$ cat config.mk
export PLATFORM = sky130hd
export DESIGN_NAME = debounced_status_report_scheduler_top
export DESIGN_NICKNAME = d
export VERILOG_FILES = /design/src/sv/dsrs_pkg.sv /design/src/sv/dsrs_front.sv /design/src/sv/dsrs_queue.sv /design/src/sv/dsrs_back.sv /design/src/sv/debounced_status_report_scheduler_top.sv
export SDC_FILE = /design/constraint.sdc
export NUM_CORES = 1
export LEC_CHECK = 0
export BUFFER_PORTS_ARGS = -buffer_cell sky130_fd_sc_hd__buf_2
export CAP_MARGIN = 5
export CELL_PAD_IN_SITES_DETAIL_PLACEMENT = 1
export CELL_PAD_IN_SITES_GLOBAL_PLACEMENT = 2
export CORE_ASPECT_RATIO = 2
export CORE_UTILIZATION = 41
export DETAILED_ROUTE_END_ITERATION = 7
export PLACE_DENSITY = 0.88
export SYNTH_ARGS = -nofsm -noshare
export SYNTH_HDL_FRONTEND = slang
export SYNTH_SLANG_ARGS = --single-unit
export TNS_END_PERCENT = 20
$ cat constraint.sdc
create_clock -name aclk -period 9.6 [get_ports aclk]
set_input_delay 1.92 -clock aclk [delete_from_list [all_inputs] [get_ports aclk]]
set_output_delay 1.92 -clock aclk [all_outputs]
set_load 0.005 [all_outputs]
$ cat src/sv/dsrs_pkg.sv
// Shared types, constants and helpers for the debounced status report scheduler.
// No dependencies; imported by the front, queue, back and top modules.
`default_nettype none

package dsrs_pkg;

    // Ages saturate above the widest threshold, so compares stay exact
    localparam int AGE_W  = 21;
    localparam int TEMP_W = 12;

    localparam int CFG_IDX_W  = 3;
    localparam int CFG_DATA_W = 20;

    // Register indexes
    localparam logic [CFG_IDX_W-1:0] CFG_INVERT_STATUS    = 3'd0;
    localparam logic [CFG_IDX_W-1:0] CFG_DEBOUNCE_TICKS   = 3'd1;
    localparam logic [CFG_IDX_W-1:0] CFG_MIN_REPORT_TICKS = 3'd2;
    localparam logic [CFG_IDX_W-1:0] CFG_PERIODIC_TICKS   = 3'd3;
    localparam logic [CFG_IDX_W-1:0] CFG_TEMP_DEADBAND    = 3'd4;

    // Register reset values
    localparam logic        RST_INVERT_STATUS    = 1'b0;
    localparam logic [15:0] RST_DEBOUNCE_TICKS   = 16'd50;
    localparam logic [19:0] RST_MIN_REPORT_TICKS = 20'd1000;
    localparam logic [19:0] RST_PERIODIC_TICKS   = 20'd60000;
    localparam logic [10:0] RST_TEMP_DEADBAND    = 11'd5;

    // Status codes and temperature reset value
    localparam logic [1:0] STATUS_UNKNOWN = 2'd2;
    localparam logic signed [TEMP_W-1:0] TEMP_RESET = -12'sd1270;

    // Report kinds
    localparam logic KIND_STATUS = 1'b0;
    localparam logic KIND_TEMP   = 1'b1;

    typedef struct packed {
        logic                     kind;
        logic signed [TEMP_W-1:0] value;
    } dsrs_report_t;

    // All reports caused by one tick: one or two
    typedef struct packed {
        logic         two;
        dsrs_report_t first;
        dsrs_report_t second;
    } dsrs_entry_t;

    typedef struct packed {
        logic                  valid;
        logic [CFG_IDX_W-1:0]  index;
        logic [CFG_DATA_W-1:0] data;
    } dsrs_cfg_wr_t;

    function automatic logic [AGE_W-1:0] age_inc(input logic [AGE_W-1:0] a);
        return (&a) ? a : a + AGE_W'(1);
    endfunction

endpackage

`default_nettype wire

$ cat src/sv/dsrs_front.sv
// Front end: configuration registers, debounce and report scheduling state.
// Classifies each tick word into a queue entry of one or two reports. Uses dsrs_pkg.
`default_nettype none

module dsrs_front (
    input  wire logic                          aclk,
    input  wire logic                          aresetn,
    input  wire dsrs_pkg::dsrs_cfg_wr_t        cfg_wr,
    input  wire logic                          tick_accept,
    input  wire logic                          raw_status,
    input  wire logic signed [dsrs_pkg::TEMP_W-1:0] temp_sample,
    input  wire logic                          temp_valid,
    input  wire logic                          restart_timers,
    output logic                               push,
    output dsrs_pkg::dsrs_entry_t              push_entry
);
    import dsrs_pkg::*;

    // Configuration registers
    logic        invert_reg;
    logic [15:0] debounce_reg;
    logic [19:0] min_report_reg;
    logic [19:0] periodic_reg;
    logic [10:0] deadband_reg;

    // Scheduling state
    logic [1:0]               stable_reg, stable_next;
    logic [1:0]               last_raw_reg, last_raw_next;
    logic [1:0]               rep_status_reg, rep_status_next;
    logic signed [TEMP_W-1:0] temp_reg, temp_next;
    logic signed [TEMP_W-1:0] rep_temp_reg, rep_temp_next;
    logic [AGE_W-1:0]         unstable_age_reg, unstable_age_next;
    logic [AGE_W-1:0]         report_age_reg, report_age_next;
    logic                     pick_reg, pick_next;

    logic                     level;
    logic                     imm_fire;
    logic                     gated_fire;
    dsrs_report_t             imm_rep;
    dsrs_report_t             gated_rep;
    logic signed [TEMP_W:0]   temp_diff;
    logic [TEMP_W:0]          temp_dist;

    // Write configuration registers
    always_ff @(posedge aclk) begin
        if (!aresetn) begin
            invert_reg     <= RST_INVERT_STATUS;
            debounce_reg   <= RST_DEBOUNCE_TICKS;
            min_report_reg <= RST_MIN_REPORT_TICKS;
            periodic_reg   <= RST_PERIODIC_TICKS;
            deadband_reg   <= RST_TEMP_DEADBAND;
        end else if (cfg_wr.valid) begin
            unique case (cfg_wr.index)
                CFG_INVERT_STATUS:    invert_reg     <= cfg_wr.data[0];
                CFG_DEBOUNCE_TICKS:   debounce_reg   <= cfg_wr.data[15:0];
                CFG_MIN_REPORT_TICKS: min_report_reg <= cfg_wr.data;
                CFG_PERIODIC_TICKS:   periodic_reg   <= cfg_wr.data;
                CFG_TEMP_DEADBAND:    deadband_reg   <= cfg_wr.data[10:0];
                default: ;
            endcase
        end
    end

    // Evaluate one tick
    always_comb begin
        level             = raw_status ^ invert_reg;
        unstable_age_next = age_inc(unstable_age_reg);
        report_age_next   = age_inc(report_age_reg);
        if (restart_timers) begin
            unstable_age_next = '0;
            report_age_next   = '0;
        end

        temp_next = temp_valid ? temp_sample : temp_reg;

        // Restart the stable time on any level change
        last_raw_next = last_raw_reg;
        if ({1'b0, level} != last_raw_reg) begin
            unstable_age_next = '0;
            last_raw_next     = {1'b0, level};
        end

        // Accept a debounced level and report it at once
        stable_next     = stable_reg;
        rep_status_next = rep_status_reg;
        imm_fire = (unstable_age_next > AGE_W'(debounce_reg))
                   && (stable_reg != {1'b0, level});
        if (imm_fire) begin
            stable_next     = {1'b0, level};
            rep_status_next = {1'b0, level};
        end
        imm_rep.kind  = KIND_STATUS;
        imm_rep.value = {{(TEMP_W-1){1'b0}}, level};

        // Distance of current temperature from the last one reported
        temp_diff = {temp_next[TEMP_W-1], temp_next}
                    - {rep_temp_reg[TEMP_W-1], rep_temp_reg};
        temp_dist = temp_diff[TEMP_W] ? (TEMP_W+1)'(-temp_diff) : temp_diff;

        // Pick at most one gated report
        rep_temp_next   = rep_temp_reg;
        pick_next       = pick_reg;
        gated_fire      = 1'b0;
        gated_rep.kind  = KIND_STATUS;
        gated_rep.value = {{(TEMP_W-2){1'b0}}, stable_next};
        if (report_age_next > AGE_W'(min_report_reg)) begin
            if (stable_next != rep_status_next) begin
                gated_fire      = 1'b1;
                rep_status_next = stable_next;
            end else if (temp_dist > (TEMP_W+1)'(deadband_reg)) begin
                gated_fire      = 1'b1;
                gated_rep.kind  = KIND_TEMP;
                gated_rep.value = temp_next;
                rep_temp_next   = temp_next;
            end else if (report_age_next > AGE_W'(periodic_reg)) begin
                gated_fire = 1'b1;
                pick_next  = ~pick_reg;
                if (!pick_reg) begin
                    rep_status_next = stable_next;
                end else begin
                    gated_rep.kind  = KIND_TEMP;
                    gated_rep.value = temp_next;
                    rep_temp_next   = temp_next;
                end
            end
            if (gated_fire) begin
                report_age_next = '0;
            end
        end

        // Pack reports of this tick into a queue entry
        push = tick_accept && (imm_fire || gated_fire);
        if (imm_fire) begin
            push_entry.two    = gated_fire;
            push_entry.first  = imm_rep;
            push_entry.second = gated_rep;
        end else begin
            push_entry.two    = 1'b0;
            push_entry.first  = gated_rep;
            push_entry.second = gated_rep;
        end
    end

    // Advance state on each accepted tick
    always_ff @(posedge aclk) begin
        if (!aresetn) begin
            stable_reg       <= STATUS_UNKNOWN;
            last_raw_reg     <= STATUS_UNKNOWN;
            rep_status_reg   <= STATUS_UNKNOWN;
            temp_reg         <= TEMP_RESET;
            rep_temp_reg     <= TEMP_RESET;
            unstable_age_reg <= '0;
            report_age_reg   <= '0;
            pick_reg         <= 1'b0;
        end else if (tick_accept) begin
            stable_reg       <= stable_next;
            last_raw_reg     <= last_raw_next;
            rep_status_reg   <= rep_status_next;
            temp_reg         <= temp_next;
            rep_temp_reg     <= rep_temp_next;
            unstable_age_reg <= unstable_age_next;
            report_age_reg   <= report_age_next;
            pick_reg         <= pick_next;
        end
    end

endmodule

`default_nettype wire

$ cat src/sv/dsrs_queue.sv
// Short FIFO of per-tick report entries between front and back ends.
// Register based; uses dsrs_pkg for the entry type.
`default_nettype none

module dsrs_queue #(
    parameter int DEPTH = 4
) (
    input  wire logic                  aclk,
    input  wire logic                  aresetn,
    input  wire logic                  push,
    input  wire dsrs_pkg::dsrs_entry_t push_entry,
    input  wire logic                  pop,
    output dsrs_pkg::dsrs_entry_t      head,
    output logic                       full,
    output logic                       empty
);
    import dsrs_pkg::*;

    localparam int PTR_W = (DEPTH > 1) ? $clog2(DEPTH) : 1;
    localparam int CNT_W = $clog2(DEPTH + 1);
    localparam logic [PTR_W-1:0] LAST_PTR = PTR_W'(DEPTH - 1);

    dsrs_entry_t       slots [DEPTH];
    logic [PTR_W-1:0]  wr_ptr_reg;
    logic [PTR_W-1:0]  rd_ptr_reg;
    logic [CNT_W-1:0]  count_reg;

    assign full  = (count_reg == CNT_W'(DEPTH));
    assign empty = (count_reg == '0);
    assign head  = slots[rd_ptr_reg];

    // Store entries
    always_ff @(posedge aclk) begin
        if (push) begin
            slots[wr_ptr_reg] <= push_entry;
        end
    end

    // Advance pointers and fill count
    always_ff @(posedge aclk) begin
        if (!aresetn) begin
            wr_ptr_reg <= '0;
            rd_ptr_reg <= '0;
            count_reg  <= '0;
        end else begin
            if (push) begin
                wr_ptr_reg <= (wr_ptr_reg == LAST_PTR) ? '0 : wr_ptr_reg + PTR_W'(1);
            end
            if (pop) begin
                rd_ptr_reg <= (rd_ptr_reg == LAST_PTR) ? '0 : rd_ptr_reg + PTR_W'(1);
            end
            if (push && !pop) begin
                count_reg <= count_reg + CNT_W'(1);
            end else if (pop && !push) begin
                count_reg <= count_reg - CNT_W'(1);
            end
        end
    end

endmodule

`default_nettype wire

$ cat src/sv/dsrs_back.sv
// Back end: unpacks queue entries into single report words on the output stream.
// Output register plus a held second report; uses dsrs_pkg.
`default_nettype none

module dsrs_back (
    input  wire logic                  aclk,
    input  wire logic                  aresetn,
    input  wire dsrs_pkg::dsrs_entry_t head,
    input  wire logic                  empty,
    output logic                       pop,
    output logic                       m_tvalid,
    input  wire logic                  m_tready,
    output logic [15:0]                m_tdata,
    output logic                       m_tuser,
    output logic                       m_tlast
);
    import dsrs_pkg::*;

    logic         valid_reg;
    logic         second_pend_reg;
    logic         last_reg;
    dsrs_report_t out_reg;
    dsrs_report_t second_reg;
    logic         handshake;

    assign handshake = valid_reg && m_tready;
    assign pop       = !second_pend_reg && (!valid_reg || handshake) && !empty;

    assign m_tvalid = valid_reg;
    assign m_tdata  = {{(16-TEMP_W){1'b0}}, out_reg.value};
    assign m_tuser  = out_reg.kind;
    assign m_tlast  = last_reg;

    // Track output valid and the held second report
    always_ff @(posedge aclk) begin
        if (!aresetn) begin
            valid_reg       <= 1'b0;
            second_pend_reg <= 1'b0;
        end else if (handshake && second_pend_reg) begin
            second_pend_reg <= 1'b0;
        end else if (pop) begin
            valid_reg       <= 1'b1;
            second_pend_reg <= head.two;
        end else if (handshake) begin
            valid_reg <= 1'b0;
        end
    end

    // Load the output word and hold the second report
    always_ff @(posedge aclk) begin
        if (handshake && second_pend_reg) begin
            out_reg  <= second_reg;
            last_reg <= 1'b1;
        end else if (pop) begin
            out_reg    <= head.first;
            last_reg   <= !head.two;
            second_reg <= head.second;
        end
    end

endmodule

`default_nettype wire

$ cat src/sv/debounced_status_report_scheduler_top.sv
// Top level of the debounced status report scheduler.
// Instantiates dsrs_front, dsrs_queue and dsrs_back; uses dsrs_pkg.
//
//   channel   direction  handshake            payload
//   s_        in         s_tvalid / s_tready  tick word: status, temperature, restart
//   m_        out        m_tvalid / m_tready  report word: kind, value, last
//   cfg_      in         cfg_valid/cfg_ready  register index and write data
//
// One tick word is taken per cycle while the entry queue has room; the front end
// settles a tick in the cycle it is accepted. Each tick yields zero, one or two
// report words, and the output register moves one word per cycle while m_tready
// is high, so the two reports of a tick leave back to back. s_tready drops only
// when all QUEUE_DEPTH queue entries are in use. Synchronous active-low reset
// restores register defaults and clears the queue; cfg_ready is always high.
`default_nettype none

module debounced_status_report_scheduler_top #(
    parameter int QUEUE_DEPTH = 4
) (
    input  wire logic                            aclk,
    input  wire logic                            aresetn,
    // Tick input
    input  wire logic                            s_tvalid,
    output logic                                 s_tready,
    input  wire logic [15:0]                     s_tdata,   // raw_status, temp_sample, restart_timers
    input  wire logic                            s_tuser,   // temp_valid
    // Report output
    output logic                                 m_tvalid,
    input  wire logic                            m_tready,
    output logic [15:0]                          m_tdata,   // report_value
    output logic                                 m_tuser,   // report_kind
    output logic                                 m_tlast,
    // Configuration writes
    input  wire logic                            cfg_valid,
    output logic                                 cfg_ready,
    input  wire logic [dsrs_pkg::CFG_IDX_W-1:0]  cfg_index,
    input  wire logic [dsrs_pkg::CFG_DATA_W-1:0] cfg_data
);
    import dsrs_pkg::*;

    dsrs_cfg_wr_t cfg_wr;
    dsrs_entry_t  push_entry;
    dsrs_entry_t  head;
    logic         tick_accept;
    logic         push;
    logic         pop;
    logic         full;
    logic         empty;

    assign cfg_ready    = 1'b1;
    assign cfg_wr.valid = cfg_valid;
    assign cfg_wr.index = cfg_index;
    assign cfg_wr.data  = cfg_data;

    assign s_tready    = !full;
    assign tick_accept = s_tvalid && !full;

    dsrs_front u_front (
        .aclk           (aclk),
        .aresetn        (aresetn),
        .cfg_wr         (cfg_wr),
        .tick_accept    (tick_accept),
        .raw_status     (s_tdata[0]),
        .temp_sample    (s_tdata[TEMP_W:1]),
        .temp_valid     (s_tuser),
        .restart_timers (s_tdata[TEMP_W+1]),
        .push           (push),
        .push_entry     (push_entry)
    );

    dsrs_queue #(
        .DEPTH (QUEUE_DEPTH)
    ) u_queue (
        .aclk       (aclk),
        .aresetn    (aresetn),
        .push       (push),
        .push_entry (push_entry),
        .pop        (pop),
        .head       (head),
        .full       (full),
        .empty      (empty)
    );

    dsrs_back u_back (
        .aclk     (aclk),
        .aresetn  (aresetn),
        .head     (head),
        .empty    (empty),
        .pop      (pop),
        .m_tvalid (m_tvalid),
        .m_tready (m_tready),
        .m_tdata  (m_tdata),
        .m_tuser  (m_tuser),
        .m_tlast  (m_tlast)
    );

endmodule

`default_nettype wire

==> summary.md, run 1 <==
| Metric | Value |
|---|---|
| Delay of the slowest cell on the worst path | 0.58 ns |
| Post-synth EDFFs | around 130 |
| Ant diodes | 0 |
| Clock Path Buffers | 3 |
| Ports | 66 |
| FFs w/ async S/R, synth | 0% |
| Placed instance area | 0.0154 mm^2 |
| Number of global-route vias before repair | about 12000 |
| Starting density of the core | between 40% and 50% |
| Commonest cells after routing, fill and taps aside | nand2_1 (226), dfxtp_1 (152), edfxtp_1 (134) |
| Post-CTS setup buffers | 0 |
| Commonest non-fill, non-tap cell in the layout | nand2_1 |
| Die H | 269 um |
| CP endpoint kind | flip-flop |
| Share of layout cells above drive strength 1 | between 10% and 20% |
| Actual slew at the worst max-slew pin | 1.17 ns |
| Slew headroom | between 20 and 25% |
| Fmax | about 0.13 GHz |
| Max FFs per register | 108 |
| Initial antenna violation count | 0 |
| Register area share after synthesis | 48.3% |
| Top cells by area, synth | edfxtp_1 (27%), dfxtp_1 (21%), ha_1 (7.5%) |
| RePlAce Congestion | between 0.9 and 1 |
| Final Max Tran Viols | 0 |
| Post-Route Skew | 0.0191 ns |
| Max-Cap Viols | 0 |
| Std cell rows | 97 |
| Die Area | 0.0366 mm^2 |
| Pre-antenna DRT Iters | 4 |
| Peak supply drop | about 0.15 mV |
| CP Class | in -> reg |
| Clk slew on worst S/H paths | roughly 0.07 ns |
| Yosys Warn Count | 0 |
| GRT overflow | 0 |
| Ys flop type | dfxtp_1 |
| Outcome | finished, final reports clean |
| Hold Vio Cnt, Final | 0 |
| Final setup vio count | 0 |
| Residual DRC | 0 |
| # port buffers | 58 |
| Cell count after synthesis | 1458 |
| Synth top area share | 27.4% |
| Type of the most critical hold path | reg -> reg |
| Area occupied by multi-input gates | between 0.006 and 0.007 mm^2 |
| CTS tree | yes |
| Critical Path Fanout Max | 12 |
| Synthesized area | 0.0147 mm^2 |
| Area of the core | 0.0351 mm^2 |
| Vias per cell | 5.57 |
| Dpl hpwl | 29600 um |
| Seq cells post-synth | 287 |
| Worst EP arrival | 8.19 ns |
| Power Dens Cells | about 190 mW/mm^2 |
| GRT Overall Usage | between 20% and 30% |
| PostCTS Resize Cnt | 0 |
| Tmin final | 7.96 ns |
| Netlist cell types | 80 |
| Worst-skew pair later-pin latency | 0.55 ns |
| Worst-path cell chain | buf_2 > mux2_2 > inv_1 > ha_1 > inv_1 > fa_1 > a211oi_1 > nor2_1 > xnor2_1 > or4b_1 > nor2_1 > a21oi_1 > xnor2_1 > ha_1 > a211oi_1 > o21ai_0 > o311a_1 > o41ai_1 > buf_4 > nand2_1 > or4b_4 > nand3_1 > a21oi_1 |
| Leakage | 5.99 nW |
| Number of clock sinks | 287 |
| Routed WL | 39600 um |
| Setup Total Neg Slack | 0 ns |
| Routed len/inst | 20.2 um |
| Period Utilization, post-route | 82.9% |
| Cts bufs inserted | 27 |
| First-pass GRT wire length | 62700 um |
| Hold-fix buffers, CTS | 0 |
| Clock Root Buffer | clkbuf_16 |
| Top cell type by total area after synthesis | edfxtp_1 |
| Post-route ant nets | 0 |
| Fin nets | approximately 1600 |
| Register area | 0.00709 mm^2 |
| Die extent in x | 136 um |
| Syn_area_per_cell | 10.1 um^2 |
| Via count | 10927 |
| Fillcell total | 3951 |
| Area delta synth->final | 10.6% |
| Final Cell Area | between 0.015 and 0.02 mm^2 |
| Critical-path cell with the highest stage delay | or4b_1 |
| CP Data Required Time | approximately 9.8 ns |
| RSZ-0062 raised after global routing | false |
| Largest net degree at the start of global routing | 58 |
| CTS H-tree lvls | 1 |
| Detailed router's first-iteration violation count | 408 |
| Setup crit start kind | input pin |
| Final hold slack | 0.447 ns |
-- synth_stat cells, types with 3 or more instances --
master,instances
nand2_1,226
dfxtp_1,153
edfxtp_1,134
a21oi_1,119
nor2_1,110
inv_1,105
ha_1,88
clkbuf_1,50
nand3_1,31
o211ai_1,30
mux2i_1,28
o21ai_0,28
xor2_1,28
mux4_2,27
xnor2_1,23
nand4_1,22
a32o_1,19
a211oi_1,17
a21o_1,17
and3_1,15
mux2_2,15
nor3_1,15
or3_1,12
and2_1,10
a31oi_1,9
nor2b_1,9
o21a_1,7
buf_1,6
nand2b_1,6
buf_4,5
nor4_1,5
a2111oi_0,4
buf_2,4
o211a_1,4
o31ai_1,4
a2111o_1,3
and3b_1,3
and4_1,3
nor3b_1,3
o21ai_1,3
or2_2,3
-- power by group --
group          total (mW)  switching, mW  internal (mW)
registers            1.42         0.0363           1.38
clock network        1.08          0.463          0.617
logic               0.636          0.389          0.247
-- final timing paths --
kind | startpoint | end | slack (ns) | cells past startpoint
max | s_tuser | u_queue.slots[0][0] | 1.64 | 23
min | u_front.last_raw_reg[1] | u_front.last_raw_reg[1] | 0.45 | 2
max reg2reg | u_front.report_age_reg[7] | u_queue.slots[0][0] | 3.08 | 17
min reg2reg | u_front.last_raw_reg[1] | u_front.last_raw_reg[1] | 0.45 | 2
-- cell type report --
class | count | area share, %
flip-flops and latches | 287 | 43.7
multi-input cells | 1000 | 42.5
clock buffers | 40 | 4.59
well taps | 445 | 3.43
repair buffers | 74 | 2.53
inverters | 107 | 2.48
clock inverters | 9 | 0.763
-- cells by family after synthesis --
logic type	Yosys count	synth area share, %
buffers and inverters	174	4.74
DFF	287	48.3
AOI/OAI and AO/OA	292	13.2
adders and majority gates	90	7.78
xor gates and xnor gates	52	3.20
muxes	74	7.57
other	2	0.0512
and+or+nand+nor	487	15.1
-- critical path: cells and delay by family --
kind            cells  cell delay [ns]
compound gates      7             1.63
simple gates        6             2.30
fa+ha+maj           3             0.88
xor+xnor            2             0.35
buf+inv             4             0.67
mux                 1             0.41
-- stage by stage --
step / setup WS [ns] / total power, mW / util [%] / instances
6_report: 1.64 / 3.14 / 46.3 / 1962
5_1_grt: 1.02 / 3.29 / 46.3 / 1962
4_1_cts: 1.55 / 3.18 / 46.3 / 1962
3_5_place_dp: 0.979 / 2.10 / 43.8 / 1913
3_3_place_gp: 1.16 / 2.07 / 43.8 / 1913
2_1_floorplan: 2.11 / 1.88 / - / 1461
-- routing by layer --
layer / vias up / track usage (%) / wire (um)
met5: - / 0 / 0
met3: 84 / 1.82 / 966
li1: 5280 / - / -
met2: 179 / 46.0 / 23200
met4: 0 / 10.5 / 1780
met1: 5384 / 20.7 / 13600
(Power assumes the default switching activity.)
==> run 2, diff against run 1 <==
--- a/config.mk
+++ b/config.mk
@@ -10,9 +10,9 @@
 export CELL_PAD_IN_SITES_DETAIL_PLACEMENT = 1
 export CELL_PAD_IN_SITES_GLOBAL_PLACEMENT = 2
 export CORE_ASPECT_RATIO = 2
-export CORE_UTILIZATION = 41
+export CORE_UTILIZATION = 37
 export DETAILED_ROUTE_END_ITERATION = 7
-export PLACE_DENSITY = 0.88
+export PLACE_DENSITY = 0.84
 export SYNTH_ARGS = -nofsm -noshare
 export SYNTH_HDL_FRONTEND = slang
 export SYNTH_SLANG_ARGS = --single-unit
==> constraint.sdc (replaced) <==
create_clock -name aclk -period 7.3 [get_ports aclk]
set_input_delay 1.46 -clock aclk [delete_from_list [all_inputs] [get_ports aclk]]
set_output_delay 1.46 -clock aclk [all_outputs]
set_load 0.005 [all_outputs]
==> run 2 against run 1 <==
Compared with the run above:
- critical path depth up 4
- largest power group unchanged
- combinational power grew 39%
- clock power increased by 46%
- worst setup slack got worse by 1.1 ns
- core utilization is 3.2 points lower
==> summary.md, run 2 (synthesis results as in run 1) <==
| Metric | Value |
|---|---|
| Setup crit start | s_tuser |
| Commonest cells after routing, fill and taps aside | nand2_1 (226), dfxtp_1 (152), edfxtp_1 (134) |
| Die extent in x | approximately 140 um |
| Placed instance area | 0.0158 mm^2 |
| Power Dens Cells | between 200 and 300 mW/mm^2 |
| Starting density of the core | approximately 38% |
| Worst-skew pair later-pin latency | 0.56 ns |
| Fin nets | between 1500 and 2000 |
| Critical Path Fanout Max | 5 |
| Post-Place Cells | 2017 |
| Leakage | 6.21 nW |
| Dpl hpwl | 29700 um |
| Initial antenna violation count | 0 |
| RePlAce Congestion | 0.864 |
| Die Area | about 0.040 mm^2 |
| Clk slew on worst S/H paths | 0.07 ns |
| Post-CTS setup buffers | 0 |
| Post-route ant nets | 0 |
| Number of clock sinks | approximately 290 |
| Actual slew at the worst max-slew pin | 1.19 ns |
| Number of global-route vias before repair | 12067 |
| Share of layout cells above drive strength 1 | 13.9% |
| Via count | around 11000 |
| CTS tree | yes |
| Hold-fix buffers, CTS | 0 |
| Final hold slack | 0.450 ns |
| CP Class | in -> reg |
| Fmax | 0.147 GHz |
| Fillcell total | about 4400 |
| CTS H-tree lvls | 1 |
| Cts bufs inserted | 28 |
| Residual DRC | 0 |
| Detailed router's first-iteration violation count | 328 |
| GRT Overall Usage | 20.2% |
| Critical-path cell with the highest stage delay | or4b_1 |
| Final setup vio count | 0 |
| GRT overflow | 0 |
| Post-Route Skew | 0.0186 ns |
| Routed WL | between 30000 and 40000 um |
| Setup Total Neg Slack | 0 ns |
| Type of the most critical hold path | reg -> reg |
| Max-Cap Viols | 0 |
| Pre-antenna DRT Iters | 4 |
| # port buffers | 58 |
| PostCTS Resize Cnt | 0 |
| Buf/Inv on CP | 5 |
| Largest net degree at the start of global routing | 54 |
| Peak supply drop | 0.191 mV |
| Area delta synth->final | 14.2% |
| Crit path max-delay family | compound AO/OA/AOI/OAI gates |
| Final Cell Area | 0.0167 mm^2 |
| Area of the core | 0.0389 mm^2 |
| Vias per cell | 5.38 |
| Die H | about 280 um |
| Worst EP arrival | 7.25 ns |
| Period Utilization, post-route | 92.9% |
| Ports | 66 |
| Slew headroom | 20.2% |
| Outcome | finished, final reports clean |
| RR Startpoint | u_front.report_age_reg[7] |
| Pwr Total | 4.33 mW |
| Final worst slack | 0.517 ns |
| Routed len/inst | approximately 19 um |
| Ant diodes | 0 |
| Clock Path Buffers | 3 |
| CP endpoint kind | flip-flop |
| Register area | 0.00709 mm^2 |
| CP Data Required Time | about 7.8 ns |
| DP Worst Slack | -0.0171 ns |
| Max FFs per register | 108 |
| Final Max Tran Viols | 0 |
| Min-delay src | u_front.last_raw_reg[1] |
| Tmin final | 6.78 ns |
| First-pass GRT wire length | 63400 um |
| RSZ-0062 raised after global routing | false |
| Setup crit start kind | input pin |
| Commonest non-fill, non-tap cell in the layout | nand2_1 |
| Std cell rows | 102 |
| Final Core Density | 43.0% |
| Hold Vio Cnt, Final | 0 |
| Area occupied by multi-input gates | 0.00690 mm^2 |
| Delay of the slowest cell on the worst path | 0.57 ns |
| Clock Root Buffer | clkbuf_16 |
| Non-filler instance count after layout | 2069 |
-- run 2: cell count changes in the layout (fill, tap and decap cells not counted), moves of 2 or more --
cell | before | now
buf_4 | 16 | 38
clkinvlp_4 | 1 | 5
bufinv_16 | 3 | 5
buf_12 | 0 | 7
clkbuf_1 | 11 | 1
inv_6 | 1 | 5
clkbuf_8 | 2 | 0
-- run 2: final timing paths --
check | end | depth (start not counted) | slack [ns]
worst max-delay path | u_queue.count_reg[2] | 27 | 0.52
worst min-delay path | u_front.last_raw_reg[1] | 2 | 0.45
worst max register to register | u_queue.count_reg[2] | 20 | 1.22
worst min register to register | u_front.last_raw_reg[1] | 2 | 0.45
-- run 2: cell type report --
type                    instances  share of cell area (%)
flip-flops and latches        287                    42.3
multi-input cells            1000                    41.2
repair buffers                103                    4.27
clock buffers                  29                    4.21
well taps                     520                    3.88
inverters                     107                    2.40
clock inverters                23                    1.73
-- run 2: power breakdown --
group / switching (mW) / total (mW) / internal [mW]
Clock: 0.679 / 1.58 / 0.896
Sequential: 0.0448 / 1.86 / 1.82
Combinational: 0.525 / 0.885 / 0.360
-- run 2: metal layers --
layer / share of wire [%] / wire (um) / global-route usage, % / vias up
li1: - / - / - / 5352
met1: 34 / 13700 / 19.1 / 5505
met2: 58 / 23000 / 41.4 / 197
met3: 2.9 / 1160 / 1.99 / 82
met4: 4.9 / 1960 / 10.2 / 0
met5: 0 / 0 / 0 / -
-- run 2: worst register-to-register path: stages, from the launching register on --
cell and delay [ns]:
dfxtp_1 0.42, nand4_1 0.25, nor4_1 0.67, nand2_1 0.31
and4_1 0.39, and3_1 0.24, xnor2_1 0.12, nor2_1 0.35
ha_1 0.23, nand3_1 0.13, o21ai_0 0.45, o311ai_0 0.29
a21oi_1 0.39, inv_1 0.17, a41oi_2 0.29, ha_1 0.21
inv_1 0.07, fa_1 0.38, xor2_1 0.18, or3_1 0.30
a21oi_1 0.15
==> run 3, diff against run 2 <==
==> constraint.sdc (replaced) <==
create_clock -name aclk -period 7.3 [get_ports aclk]
set_input_delay 0 -clock aclk [delete_from_list [all_inputs] [get_ports aclk]]
set_output_delay 0 -clock aclk [all_outputs]
set_load 0.005 [all_outputs]
==> run 3 against run 2 <==
Compared with the run above:
- die area did not move
- wire length is 0.52% lower
- sequential power increased by 2%
- highest routed layer unchanged
- combinational power shrank 7.1%
- maximum frequency rose by 7.5%
- cell count up 0.24%
==> summary.md, run 3 (synthesis results as in run 1) <==
| Metric | Value |
|---|---|
| Crit path max-delay family | compound AO/OA/AOI/OAI gates |
| Final setup vio count | 0 |
| Routed len/inst | 19.1 um |
| Starting density of the core | 37.7% |
| Commonest cells after routing, fill and taps aside | nand2_1 (226), dfxtp_1 (152), edfxtp_1 (134) |
| Routed WL | between 30000 and 40000 um |
| Period Utilization, post-route | 86.5% |
| R2R depth | 26 |
| R2r endpoint | u_queue.count_reg[2] |
| Critical-path cell with the highest stage delay | or4b_1 |
| Via count | 11067 |
| Reg2Reg Setup Slack | 0.99 ns |
| Pwr Total | 4.06 mW |
| Fin nets | 1669 |
| Pint | between 2 and 3 mW |
| CTS H-tree lvls | 1 |
| Clock Power Share | 33.0% |
| Setup Total Neg Slack | 0 ns |
| Commonest non-fill, non-tap cell in the layout | nand2_1 |
| Largest net degree at the start of global routing | 58 |
| Die H | 284 um |
| Ant diodes | 0 |
| CP Class | reg -> reg |
| Peak supply drop | 0.211 mV |
| Number of global-route vias before repair | 12164 |
| Hold Vio Cnt, Final | 0 |
| Critical Path Fanout Max | 7 |
| Actual slew at the worst max-slew pin | 1.22 ns |
| Power Dens Cells | 244 mW/mm^2 |
| Residual DRC | 0 |
| Delay of the slowest cell on the worst path | between 0.5 and 0.6 ns |
| Max-Cap Viols | 0 |
| Clk slew on worst S/H paths | around 0.070 ns |
| Hold endpoint | u_front.temp_reg[11] |
| Area delta synth->final | 13.3% |
| Dpl hpwl | a little under 30000 um |
| Type of the most critical hold path | in -> reg |
| Min-delay src | s_tdata[12] |
| Area of the core | 0.0389 mm^2 |
| Die Area | a little over 0.04 mm^2 |
| Max FFs per register | 108 |
| Post-route ant nets | 0 |
| Sw Share | 29.1% |
| Fmax | 0.158 GHz |
| Pre-antenna DRT Iters | 4 |
| Psw | ~1.2 mW |
| Outcome | finished, final reports clean |
| Vias per cell | 5.34 |
| RePlAce Congestion | between 0.8 and 0.9 |
| Buf/Inv on CP | 4 |
| RR Startpoint | u_front.temp_reg[0] |
| First-pass GRT wire length | 63500 um |
| Number of clock sinks | between 200 and 300 |
| Worst Hold Depth | 3 |
| Comb power frac | between 20% and 30% |
| Worst path depth | 26 |
| CP Data Required Time | 7.78 ns |
| Leakage | around 6.1 nW |
| Worst EP arrival | slightly below 7 ns |
| Post-Place Cells | 1990 |
| Detailed router's first-iteration violation count | 327 |
| Std cell rows | about 100 |
| # port buffers | 58 |
| GRT overflow | 0 |
| CP endpoint kind | flip-flop |
| Setup crit start kind | flip-flop |
| Ports | 66 |
| Clock Root Buffer | clkbuf_16 |
| Final Max Tran Viols | 0 |
| Clock Path Buffers | 3 |
| Die extent in x | 143 um |
| Share of layout cells above drive strength 1 | a little under an eighth |
| RSZ-0062 raised after global routing | false |
| Slew headroom | between 10% and 20% |
| CTS tree | yes |
| Worst-skew pair later-pin latency | 0.56 ns |
| Tmin final | 6.31 ns |
| Post-Route Skew | 0.0217 ns |
| Reg power frac | 46.7% |
| Fillcell total | 4418 |
| Initial antenna violation count | 0 |
| PostCTS Resize Cnt | 0 |
| Cts bufs inserted | 27 |
| GRT Overall Usage | between 20 and 25% |
| Non-filler instance count after layout | approximately 2100 |
-- run 3: cell count changes in the layout (fill, tap and decap cells not counted), sizes merged --
| cell | delta |
|---|---|
| clkinv | +5 |
| buf | -27 |
| clkbuf | +4 |
| inv | -5 |
| clkinvlp | -3 |
| bufinv | -4 |
| dlygate4sd3 | +35 |
-- run 3: stage by stage --
step / util, % / setup slack (ns) / hold WS [ns] / area, um^2
4_1_cts: 42.7 / 0.913 / 0.0139 / 16600
5_1_grt: 42.7 / 0.429 / 0.0277 / 16600
3_3_place_gp: 39.7 / 0.777 / 0.254 / 15500
6_report: 42.7 / 0.988 / 0.0209 / 16600
2_1_floorplan: - / 1.73 / 0.124 / 14700
3_5_place_dp: 39.7 / 0.750 / 0.263 / 15500
-- run 3: worst max-delay path by stage --
| stage | from | to | slack, ns |
|---|---|---|---|
| after floorplan | s_tuser | u_queue.count_reg[2] | 1.73 |
| after global placement | s_tuser | u_queue.count_reg[2] | 0.78 |
| after detailed placement | s_tuser | u_queue.count_reg[2] | 0.75 |
| after CTS | u_front.temp_reg[0] | u_queue.count_reg[2] | 0.91 |
| after global routing | u_front.temp_reg[0] | u_queue.count_reg[2] | 0.43 |
| final | u_front.temp_reg[0] | u_queue.count_reg[2] | 0.99 |
-- run 3: timing repair --
action / 4_1_cts / 5_1_grt
setup buffers: 0 / 0
hold endpoints to repair: 85 / 0
endpoints found under the setup margin: 0 / 0
hold buffers: 35 / 0
-- run 3: final cells by class --
type	count	area, um^2	share of cell area [%]
flip-flops and latches	287	7090	42.6
repair buffers	111	776	4.67
multi-input cells	1000	6900	41.5
clock buffers	33	698	4.20
inverters	107	402	2.42
clock inverters	16	113	0.677
well taps	520	651	3.91
-- run 3: worst register-to-register path, cell delays in order, from the launching register on --
cell	delay, ns
dfxtp_1	0.31
mux2_2	0.28
inv_1	0.08
ha_1	0.16
inv_1	0.05
fa_1	0.42
a211oi_1	0.35
nor2_1	0.11
xnor2_1	0.19
or4b_1	0.58
nor2_1	0.34
a31oi_1	0.16
xor2_1	0.18
ha_1	0.30
o21ai_0	0.10
o21ai_0	0.25
o311a_1	0.18
o41ai_1	0.07
buf_4	0.16
o211a_1	0.19
a41oi_2	0.44
ha_1	0.27
inv_1	0.07
fa_1	0.38
xor2_1	0.18
or3_1	0.31
a21oi_1	0.14
-- run 3: per-layer routing --
| layer | GRT usage (%) | part of all wire (%) | vias to the layer above |
|---|---|---|---|
| met1 | 19.4 | 36 | 5468 |
| met4 | 9.19 | 4.3 | 0 |
| met5 | 0 | 0 | - |
| met2 | 41.6 | 58 | 159 |
| met3 | 1.92 | 2.1 | 77 |
| li1 | - | - | 5363 |
-- run 3: power groups by stage --
stage	Combinational (mW)	Sequential, mW	Clock (mW)
2_1_floorplan	0.573	1.90	0
3_3_place_gp	0.799	1.93	0
3_5_place_dp	0.818	1.93	0
4_1_cts	0.841	1.90	1.39
5_1_grt	0.921	1.92	1.43
6_report	0.822	1.90	1.34
